==> src/sv/tkfc_pkg.sv <==
// Shared types and constants of the time-keyed frame cache.
`timescale 1ns / 1ps
`default_nettype none

package tkfc_pkg;

   localparam int ACTION_W = 2;
   localparam int TIME_W   = 31;
   localparam int TOL_W    = 16;
   localparam int FRAME_W  = 32;
   localparam int LIMIT_W  = 5;
   localparam int OCC_W    = 5;

   typedef enum logic [ACTION_W-1:0] {
      ACT_LOOKUP = 2'd0,
      ACT_STORE  = 2'd1,
      ACT_CLEAR  = 2'd2,
      ACT_RESIZE = 2'd3
   } action_type;

   // controller to datapath
   typedef struct packed {
      logic load;    // transaction accepted, capture it and arm the scan
      logic scan;    // one scan step
      logic finish;  // update cache state and load the response
   } ctrl_cmd_type;

   // datapath to controller
   typedef struct packed {
      logic needs_scan;
      logic scan_hit;
      logic scan_end;
      logic out_free;
   } dp_status_type;

endpackage

`default_nettype wire

==> src/sv/tkfc_ram.sv <==
// Generic single-port-write, single-port-read RAM with registered read data.
`timescale 1ns / 1ps
`default_nettype none

module tkfc_ram #(
   parameter int WIDTH = 8,
   parameter int DEPTH = 16,
   parameter int AW    = (DEPTH > 1) ? $clog2(DEPTH) : 1
) (
   input  wire logic             clock,
   input  wire logic             wr_en,
   input  wire logic [AW-1:0]    wr_addr,
   input  wire logic [WIDTH-1:0] wr_data,
   input  wire logic             rd_en,
   input  wire logic [AW-1:0]    rd_addr,
   output logic      [WIDTH-1:0] rd_data
);

   logic [WIDTH-1:0] mem_ff [DEPTH];
   logic [WIDTH-1:0] rd_data_ff;

   always_ff @(posedge clock) begin
      if (wr_en) begin
         mem_ff[wr_addr] <= wr_data;
      end
      if (rd_en) begin
         rd_data_ff <= mem_ff[rd_addr];
      end
   end

   assign rd_data = rd_data_ff;

endmodule

`default_nettype wire

==> src/sv/tkfc_ctrl.sv <==
// Controller state machine of the frame cache: accept, scan, finish.
`timescale 1ns / 1ps
`default_nettype none

module tkfc_ctrl (
   input  wire logic                   clock,
   input  wire logic                   reset,
   input  wire logic                   req_valid,
   output logic                        req_ready,
   input  wire tkfc_pkg::dp_status_type status,
   output tkfc_pkg::ctrl_cmd_type      cmd
);

   import tkfc_pkg::*;

   typedef enum logic [2:0] {
      ST_IDLE   = 3'b001,
      ST_SCAN   = 3'b010,
      ST_FINISH = 3'b100
   } state_type;

   state_type state_ff;
   state_type state_in;

   always_comb begin
      state_in   = state_ff;
      cmd        = '0;
      req_ready  = 1'b0;
      case (state_ff)
         ST_IDLE: begin
            req_ready = !reset;
            if (req_valid && !reset) begin
               cmd.load = 1'b1;
               state_in = status.needs_scan ? ST_SCAN : ST_FINISH;
            end
         end
         ST_SCAN: begin
            cmd.scan = 1'b1;
            if (status.scan_hit || status.scan_end) begin
               state_in = ST_FINISH;
            end
         end
         ST_FINISH: begin
            // wait for the response register to free up
            if (status.out_free) begin
               cmd.finish = 1'b1;
               state_in   = ST_IDLE;
            end
         end
         default: begin
            state_in = ST_IDLE;
         end
      endcase
   end

   always_ff @(posedge clock) begin
      if (reset) begin
         state_ff <= ST_IDLE;
      end else begin
         state_ff <= state_in;
      end
   end

endmodule

`default_nettype wire

==> src/sv/tkfc_dp.sv <==
// Datapath of the frame cache: ring storage, scan compare, state update, response.
`timescale 1ns / 1ps
`default_nettype none

module tkfc_dp #(
   parameter int CAPACITY = 16
) (
   input  wire logic                              clock,
   input  wire logic                              reset,
   input  wire tkfc_pkg::ctrl_cmd_type            cmd,
   output tkfc_pkg::dp_status_type                status,
   input  wire logic [tkfc_pkg::ACTION_W-1:0]     req_action,
   input  wire logic [tkfc_pkg::TIME_W-1:0]       req_time_ms,
   input  wire logic [tkfc_pkg::TOL_W-1:0]        req_tolerance,
   input  wire logic [tkfc_pkg::FRAME_W-1:0]      req_frame_handle,
   input  wire logic [tkfc_pkg::LIMIT_W-1:0]      req_new_limit,
   output logic                                   rsp_valid,
   input  wire logic                              rsp_ready,
   output logic                                   rsp_hit,
   output logic      [tkfc_pkg::FRAME_W-1:0]      rsp_frame_out,
   output logic      [tkfc_pkg::OCC_W-1:0]        rsp_occupancy
);

   import tkfc_pkg::*;

   localparam int IW = (CAPACITY > 1) ? $clog2(CAPACITY) : 1;
   localparam int CW = $clog2(CAPACITY + 1);
   localparam int LW = (CW > LIMIT_W) ? CW : LIMIT_W;
   localparam int EW = TIME_W + FRAME_W;
   localparam logic [CW:0]   CAP_S = (CW + 1)'(CAPACITY);
   localparam logic [CW-1:0] CAP_C = CW'(CAPACITY);
   localparam logic [LW-1:0] CAP_L = LW'(CAPACITY);

   // ring index plus offset, offset at most CAPACITY
   function automatic logic [IW-1:0] ring_add(input logic [IW-1:0] base,
                                              input logic [CW-1:0] offs);
      logic [CW:0] sum;
      sum = (CW + 1)'(base) + (CW + 1)'(offs);
      if (sum >= CAP_S) begin
         sum = sum - CAP_S;
      end
      return sum[IW-1:0];
   endfunction

   // transaction registers
   action_type           act_ff;
   logic [TIME_W-1:0]    key_ff;
   logic [TOL_W-1:0]     tol_ff;
   logic [FRAME_W-1:0]   handle_ff;
   logic [LIMIT_W-1:0]   lim_ff;

   // cache control state
   logic [IW-1:0] oldest_ff, oldest_in;
   logic [CW-1:0] count_ff, count_in;
   logic [CW-1:0] limit_ff, limit_in;

   // scan state
   logic [CW-1:0]      rd_age_ff;
   logic               cmp_vld_ff;
   logic [IW-1:0]      cmp_slot_ff;
   logic               found_ff;
   logic [IW-1:0]      hit_slot_ff;
   logic [FRAME_W-1:0] found_frame_ff;

   // response register
   logic               rsp_valid_ff, rsp_valid_in;
   logic               rsp_hit_ff;
   logic [FRAME_W-1:0] rsp_frame_ff;
   logic [OCC_W-1:0]   rsp_occ_ff;

   // memory ports
   logic          rd_issue;
   logic [IW-1:0] rd_slot;
   logic [EW-1:0] rd_data;
   logic          wr_en;
   logic [IW-1:0] wr_addr;

   // compare
   logic [TIME_W-1:0] ent_time;
   logic [TIME_W-1:0] diff;
   logic              match;

   // finish
   logic          st_drop;
   logic [CW-1:0] st_count;
   logic [IW-1:0] st_oldest;
   logic [LW-1:0] lim_ext;
   logic [CW-1:0] new_lim;
   logic [CW-1:0] kept;

   assign rd_issue = cmd.scan && (rd_age_ff < count_ff);
   assign rd_slot  = ring_add(oldest_ff, rd_age_ff);

   tkfc_ram #(
      .WIDTH (EW),
      .DEPTH (CAPACITY)
   ) u_entries (
      .clock   (clock),
      .wr_en   (wr_en),
      .wr_addr (wr_addr),
      .wr_data ({key_ff, handle_ff}),
      .rd_en   (rd_issue),
      .rd_addr (rd_slot),
      .rd_data (rd_data)
   );

   assign ent_time = rd_data[EW-1:FRAME_W];
   assign diff     = (ent_time >= key_ff) ? (ent_time - key_ff) : (key_ff - ent_time);
   assign match    = (act_ff == ACT_STORE) ? (ent_time == key_ff)
                                           : (diff <= TIME_W'(tol_ff));

   always_comb begin
      status.needs_scan = (action_type'(req_action) == ACT_LOOKUP) ||
                          (action_type'(req_action) == ACT_STORE);
      status.scan_hit   = cmp_vld_ff && match;
      status.scan_end   = !cmp_vld_ff && (rd_age_ff >= count_ff);
      status.out_free   = !rsp_valid_ff || rsp_ready;
   end

   // state update at finish
   always_comb begin
      oldest_in = oldest_ff;
      count_in  = count_ff;
      limit_in  = limit_ff;
      wr_en     = 1'b0;
      wr_addr   = hit_slot_ff;
      st_drop   = count_ff >= limit_ff;
      st_count  = st_drop ? (count_ff - CW'(1)) : count_ff;
      st_oldest = st_drop ? ring_add(oldest_ff, CW'(1)) : oldest_ff;
      lim_ext   = LW'(lim_ff);
      new_lim   = (lim_ext > CAP_L) ? CW'(CAP_L) : CW'(lim_ext);
      kept      = (count_ff > new_lim) ? new_lim : count_ff;
      case (act_ff)
         ACT_LOOKUP: begin
         end
         ACT_STORE: begin
            if (found_ff) begin
               // same time already cached: rewrite in place, age unchanged
               wr_en = cmd.finish;
            end else if (limit_ff != '0) begin
               oldest_in = st_oldest;
               if (st_count < CAP_C) begin
                  wr_en    = cmd.finish;
                  wr_addr  = ring_add(st_oldest, st_count);
                  count_in = st_count + CW'(1);
               end else begin
                  count_in = st_count;
               end
            end
         end
         ACT_CLEAR: begin
            count_in  = '0;
            oldest_in = '0;
         end
         ACT_RESIZE: begin
            limit_in  = new_lim;
            count_in  = kept;
            oldest_in = ring_add(oldest_ff, count_ff - kept);
         end
         default: begin
         end
      endcase
   end

   always_comb begin
      rsp_valid_in = rsp_valid_ff;
      if (cmd.finish) begin
         rsp_valid_in = 1'b1;
      end else if (rsp_ready) begin
         rsp_valid_in = 1'b0;
      end
   end

   always_ff @(posedge clock) begin
      if (reset) begin
         oldest_ff    <= '0;
         count_ff     <= '0;
         limit_ff     <= CAP_C;
         rsp_valid_ff <= 1'b0;
         cmp_vld_ff   <= 1'b0;
         found_ff     <= 1'b0;
         rd_age_ff    <= '0;
      end else begin
         rsp_valid_ff <= rsp_valid_in;
         if (cmd.finish) begin
            oldest_ff <= oldest_in;
            count_ff  <= count_in;
            limit_ff  <= limit_in;
         end
         if (cmd.load) begin
            rd_age_ff  <= '0;
            cmp_vld_ff <= 1'b0;
            found_ff   <= 1'b0;
         end else if (cmd.scan) begin
            cmp_vld_ff <= rd_issue;
            if (rd_issue) begin
               rd_age_ff <= rd_age_ff + CW'(1);
            end
            if (cmp_vld_ff && match) begin
               found_ff <= 1'b1;
            end
         end
      end
   end

   always_ff @(posedge clock) begin
      if (cmd.load) begin
         act_ff    <= action_type'(req_action);
         key_ff    <= req_time_ms;
         tol_ff    <= req_tolerance;
         handle_ff <= req_frame_handle;
         lim_ff    <= req_new_limit;
      end
      if (cmd.scan) begin
         cmp_slot_ff <= rd_slot;
         if (cmp_vld_ff && match) begin
            hit_slot_ff    <= cmp_slot_ff;
            found_frame_ff <= rd_data[FRAME_W-1:0];
         end
      end
      if (cmd.finish) begin
         rsp_hit_ff   <= (act_ff == ACT_LOOKUP) && found_ff;
         rsp_frame_ff <= ((act_ff == ACT_LOOKUP) && found_ff) ? found_frame_ff : '0;
         rsp_occ_ff   <= OCC_W'(count_in);
      end
   end

   assign rsp_valid     = rsp_valid_ff;
   assign rsp_hit       = rsp_hit_ff;
   assign rsp_frame_out = rsp_frame_ff;
   assign rsp_occupancy = rsp_occ_ff;

endmodule

`default_nettype wire

==> src/sv/time_keyed_fifo_frame_cache_top.sv <==
// Top level of the time-keyed frame cache.
// Usage:
//   A cache of frame handles keyed by a millisecond timestamp, oldest first.
//   Request channel (req_*): action lookup, store, clear or resize, with key,
//   tolerance, handle and new limit. Response channel (rsp_*): hit flag,
//   matched handle (0 on miss or non-lookup) and occupancy after the
//   transaction. Exactly one response per request, in order.
//   Lookup and store scan the entries oldest first through a RAM with
//   registered read, one entry per cycle, and end early on a hit. Clear
//   and resize skip the scan. One transaction is in work at a time.
//   The response sits in an output register, so the next request is taken
//   while an earlier response still waits. A stalled receiver holds the
//   response; the block then stops only when a second one is ready.
//   Reset (synchronous): empty cache, oldest pointer 0, limit CAPACITY.
//   Entry storage is not cleared; only occupied slots are ever read.
`timescale 1ns / 1ps
`default_nettype none

module time_keyed_fifo_frame_cache_top #(
   parameter int CAPACITY = 16
) (
   input  wire logic                              clock,
   input  wire logic                              reset,
   input  wire logic                              req_valid,
   output logic                                   req_ready,
   input  wire logic [tkfc_pkg::ACTION_W-1:0]     req_action,
   input  wire logic [tkfc_pkg::TIME_W-1:0]       req_time_ms,
   input  wire logic [tkfc_pkg::TOL_W-1:0]        req_tolerance,
   input  wire logic [tkfc_pkg::FRAME_W-1:0]      req_frame_handle,
   input  wire logic [tkfc_pkg::LIMIT_W-1:0]      req_new_limit,
   output logic                                   rsp_valid,
   input  wire logic                              rsp_ready,
   output logic                                   rsp_hit,
   output logic      [tkfc_pkg::FRAME_W-1:0]      rsp_frame_out,
   output logic      [tkfc_pkg::OCC_W-1:0]        rsp_occupancy
);

   import tkfc_pkg::*;

   ctrl_cmd_type  cmd;
   dp_status_type status;

   tkfc_ctrl u_ctrl (
      .clock     (clock),
      .reset     (reset),
      .req_valid (req_valid),
      .req_ready (req_ready),
      .status    (status),
      .cmd       (cmd)
   );

   tkfc_dp #(
      .CAPACITY (CAPACITY)
   ) u_dp (
      .clock            (clock),
      .reset            (reset),
      .cmd              (cmd),
      .status           (status),
      .req_action       (req_action),
      .req_time_ms      (req_time_ms),
      .req_tolerance    (req_tolerance),
      .req_frame_handle (req_frame_handle),
      .req_new_limit    (req_new_limit),
      .rsp_valid        (rsp_valid),
      .rsp_ready        (rsp_ready),
      .rsp_hit          (rsp_hit),
      .rsp_frame_out    (rsp_frame_out),
      .rsp_occupancy    (rsp_occupancy)
   );

endmodule

`default_nettype wire

==> config.mk <==
export PLATFORM = sky130hd
export DESIGN_NAME = time_keyed_fifo_frame_cache_top
export DESIGN_NICKNAME = d
export VERILOG_FILES = /design/src/sv/tkfc_pkg.sv /design/src/sv/tkfc_ram.sv /design/src/sv/tkfc_ctrl.sv /design/src/sv/tkfc_dp.sv /design/src/sv/time_keyed_fifo_frame_cache_top.sv
export SDC_FILE = /design/constraint.sdc
export NUM_CORES = 1
export LEC_CHECK = 0
export ABC_AREA = 1
export BUFFER_PORTS_ARGS = -buffer_cell sky130_fd_sc_hd__buf_4
export CAP_MARGIN = 20
export CORE_MARGIN = 2
export CORE_UTILIZATION = 50
export CTS_CLUSTER_SIZE = 24
export DETAILED_ROUTE_END_ITERATION = 8
export GPL_ROUTABILITY_DRIVEN = 0
export PLACE_DENSITY = 0.66
export SLEW_MARGIN = 20
export SYNTH_ARGS = -nofsm -noshare
export SYNTH_HDL_FRONTEND = slang
export SYNTH_SLANG_ARGS = --single-unit
==> constraint.sdc <==
create_clock -name clock -period 18.6 [get_ports clock]
set_clock_uncertainty 0.05 [all_clocks]
set_input_delay 2.79 -clock clock [delete_from_list [all_inputs] [get_ports clock]]
set_output_delay 2.79 -clock clock [all_outputs]
set_load 0.1 [all_outputs]
==> flow_summary.toml <==
[cts]
cts_tree = "done"
htree_levels = 4
max-clock-path-buffers = 3
path_clk_slew_ns = 0.06
cts_resized = 0
cts_inserted_buffers = 131
cts.sinks = 1260
cts_hold_buf = 0
cts_root_buf = "clkbuf_16"
cts_setup_buffers = 0
clk_latency_ns = 0.74

[synth]
muxShareOfSynthArea_pct = 4.66
yosys_warnings = 0
synth_nets = 4593
synthXorXnorAreaFrac_pct = 0.500
synth_edf_count = 1235
synth_top_area_share_pct = 68.3
async_flop_share_pct = 0
synth.area.top_cells = "edfxtp_1, mux2i_1, inv_1, nand2_1, o21ai_0"
synth-compound-area-share_pct = 10.6
synth_fa_ha_area_share_pct = 2.69
synth_top_family_by_area = "compound AO/OA/AOI/OAI gates"
yosysSeqAreaShare_pct = 69.2
synth_top_area_cell = "edfxtp_1"
synth_cell_types = 51
synth.avg_cell_area_um2 = 12.4
synthCells = 4390
ys_ff_latch = 1260
synth-main-ff-cell = "edfxtp_1"
yosys.area_share.simple_pct = 6.81
syn_area_mm2 = 0.0543

[routing]
drc = 0
first_iter_violations = 3413
dr.pass1.iters = 7
antenna_left = 0
drt-total-wl_mm = 129
vias = 33818
vias_per_cell = 5.63
wl_per_cell_um = 21.4

[worst_setup_path]
rr_startpoint = "u_dp.key_ff[27]$_DFFE_PP_"
max_stage_delay_ns = 0.31
crit_buf_inv = 2
path_cells = "buf_4, nor2_1, buf_4"
crit_top_cell = "buf_4"
cpLargestDelayFamily = "buffers and inverters"
reg2reg_depth = 24
rrSetupSlack_ns = 12.78
worstPathArrival_ns = 3.37
cp_slowest_cell = "buf_4"
endpoint_kind = "primary output"
cp_max_fo = 11
crit_type = "in2out"
worst_setup_path_start_kind = "primary input"
r2r_end = "u_dp.found_frame_ff[15]$_DFFE_PP_"
worstPathRequired_ns = 15.76

[placed_design]
dp.cells = 5775
placed_cell_area_mm2 = 0.0569
io_buffers = 129
dp_hpwl_mm = 72.6

[power]
max-vdd-ir-drop_uv = 79.1
leakage_nw = 21.9
powerDensity_mw_per_mm2 = 107

[sta]
fin_crit_ns = 6.21
hold_viol = 0
slew_headroom_pct = 27.5
tns_ns = 0
setup_viol = 0
finalCritPeriodShare_pct = 33.4
slew_violations = 0
worst_pin_slew_ns = 1.09
rsz0062_at_grt = "no"
fmax_mhz = 161

[cells_and_area]
layout.nets = 4709
final_core_util_pct = 57.0
final_common_cell = "edfxtp_1"
final_layout_size_suffix_gt1_share_pct = 9.24
nFillCells = 8505
final_cell_mix = "edfxtp_1, inv_1, nand2_1"
area_delta_synth_final_pct = 12.5
finalNonFillerCells = 6006
fin_area_mm2 = 0.0611

[grt]
grt_max_degree = 216
grt_pass1_wl_mm = 195
gr-usage-all-layers_pct = 23.0
grt_pass1_vias = 32601
antenna_found_initial = 2
gr-total-overflow = 0

[hold_path]
min_delay_path_depth = 0
hold_path.class = "reg2reg"
min_to = "u_dp.found_frame_ff[5]$_DFFE_PP_"
hp-start = "u_dp.u_entries.rd_data[5]$_DFFE_PP_"

[floorplan]
coreArea_mm2 = 0.107
initial_utilization_pct = 50.6
dieWidth_um = 334
ioPinCount = 130
rows = 120
die_y_um = 334
dieArea_mm2 = 0.111

[run]
cap_violations = 0

[outcome]
outcome = "complete, no violations"
[metrics by stage]
step	total power [mW]	hold slack, ns	worst slack, ns
floorplan	3.78	0.350	10.18
global placement	4.00	0.352	12.40
detailed placement	4.01	0.355	12.39
CTS	6.56	0.367	12.39
global route	6.75	0.374	12.36
finish	6.52	0.363	12.39
[routing by layer]
metal | vias up | share of wire (%) | GRT usage (%)
met1 | 16613 | 45 | 33.8
met2 | 1213 | 46 | 35.9
li1 | 15811 | - | -
met3 | 181 | 6.7 | 3.16
met4 | 0 | 2.2 | 6.63
met5 | - | 0 | 0
[Yosys cell counts, drive strengths merged, types with 4 or more instances]
cell type  number
a21oi         405
mux2i         253
dfxtp          25
ha            107
clkbuf        133
edfxtp       1235
inv           593
a31oi          66
nand3          86
and2            5
o21bai          4
nand2         599
nor3           16
o21ai         436
xnor2          16
fa              6
o211ai        131
o221ai          4
nand4          15
nor2          153
buf            58
nand3b          5
xor2           15
or2             6
[cell type report]
cell class                      count  area, um2  share of cell area [%]
Timing Repair Buffer              174       1420                    2.31
Multi-Input combinational cell   2345      13900                    22.7
Clock buffer                      161       3430                    5.61
Sequential cell                  1260      37600                    61.5
Antenna cell                        1       2.50                 0.00409
Tap cell                         1403       1760                    2.87
Clock inverter                     68        802                    1.31
Inverter                          594       2250                    3.68
[power by group]
group	switching (mW)	internal (mW)	leakage, nW
clock network	1.11	1.46	2.06
logic	0.437	0.205	8.55
registers	0.0946	3.22	11.3
total	1.64	4.89	21.9
[worst reg2reg max path, cell delays in order (launching register included)]
cell      delay [ns]
edfxtp_1        0.67
ha_1            0.64
nand2_1         0.15
nor2_1          0.31
nand2_1         0.11
nor2_2          0.19
nand2_1         0.10
nand3b_2        0.12
nor2_4          0.07
nand2_8         0.21
nand3_1         0.12
o21ai_0         0.15
xor2_1          0.26
inv_1           0.08
ha_1            0.31
a21oi_1         0.15
o21ai_0         0.11
a211o_1         0.27
nand3_1         0.08
nand3_1         0.07
nand2_1         0.07
nand2_1         0.04
nand2_1         0.16
nand3_1         0.14
inv_2           0.73
[how the worst max path moves through the flow]
stage,start,endpoint,slack [ns],depth (start not counted)
5_1_grt,reset,req_ready,12.36,3
3_3_place_gp,reset,req_ready,12.40,3
3_5_place_dp,reset,req_ready,12.39,3
6_report,reset,req_ready,12.39,3
2_1_floorplan,rsp_ready,u_dp.u_entries.mem_ff[13][0]$_DFFE_PP_,10.18,6
4_1_cts,reset,req_ready,12.39,3
[kinds of logic (layout without fill, tap and decap cells)]
group	after synthesis	count (layout)
XOR/XNOR	31	31
AND/OR/NAND/NOR	889	889
flip-flops	1260	1260
multiplexers	253	253
adder cells (fa/ha/maj)	113	113
AO/OA/AOI/OAI	1059	1059
buffers and inverters	785	997
other	0	1
[registers in the layout (all words and copies together), names as in the netlist, 5 cells and up]
register and cells:
u_dp.found_frame_ff 32, u_dp.lim_ext 5, u_dp.key_ff 31, u_dp.rsp_occupancy 5
u_dp.rsp_frame_out 32, u_dp.u_entries.mem_ff 1008, u_dp.count_ff 5, u_dp.tol_ff 16
u_dp.handle_ff 32, u_dp.rd_age_ff 5, u_dp.u_entries.rd_data 63, u_dp.limit_ff 5
Note: power is estimated with default switching activity, not from simulation.
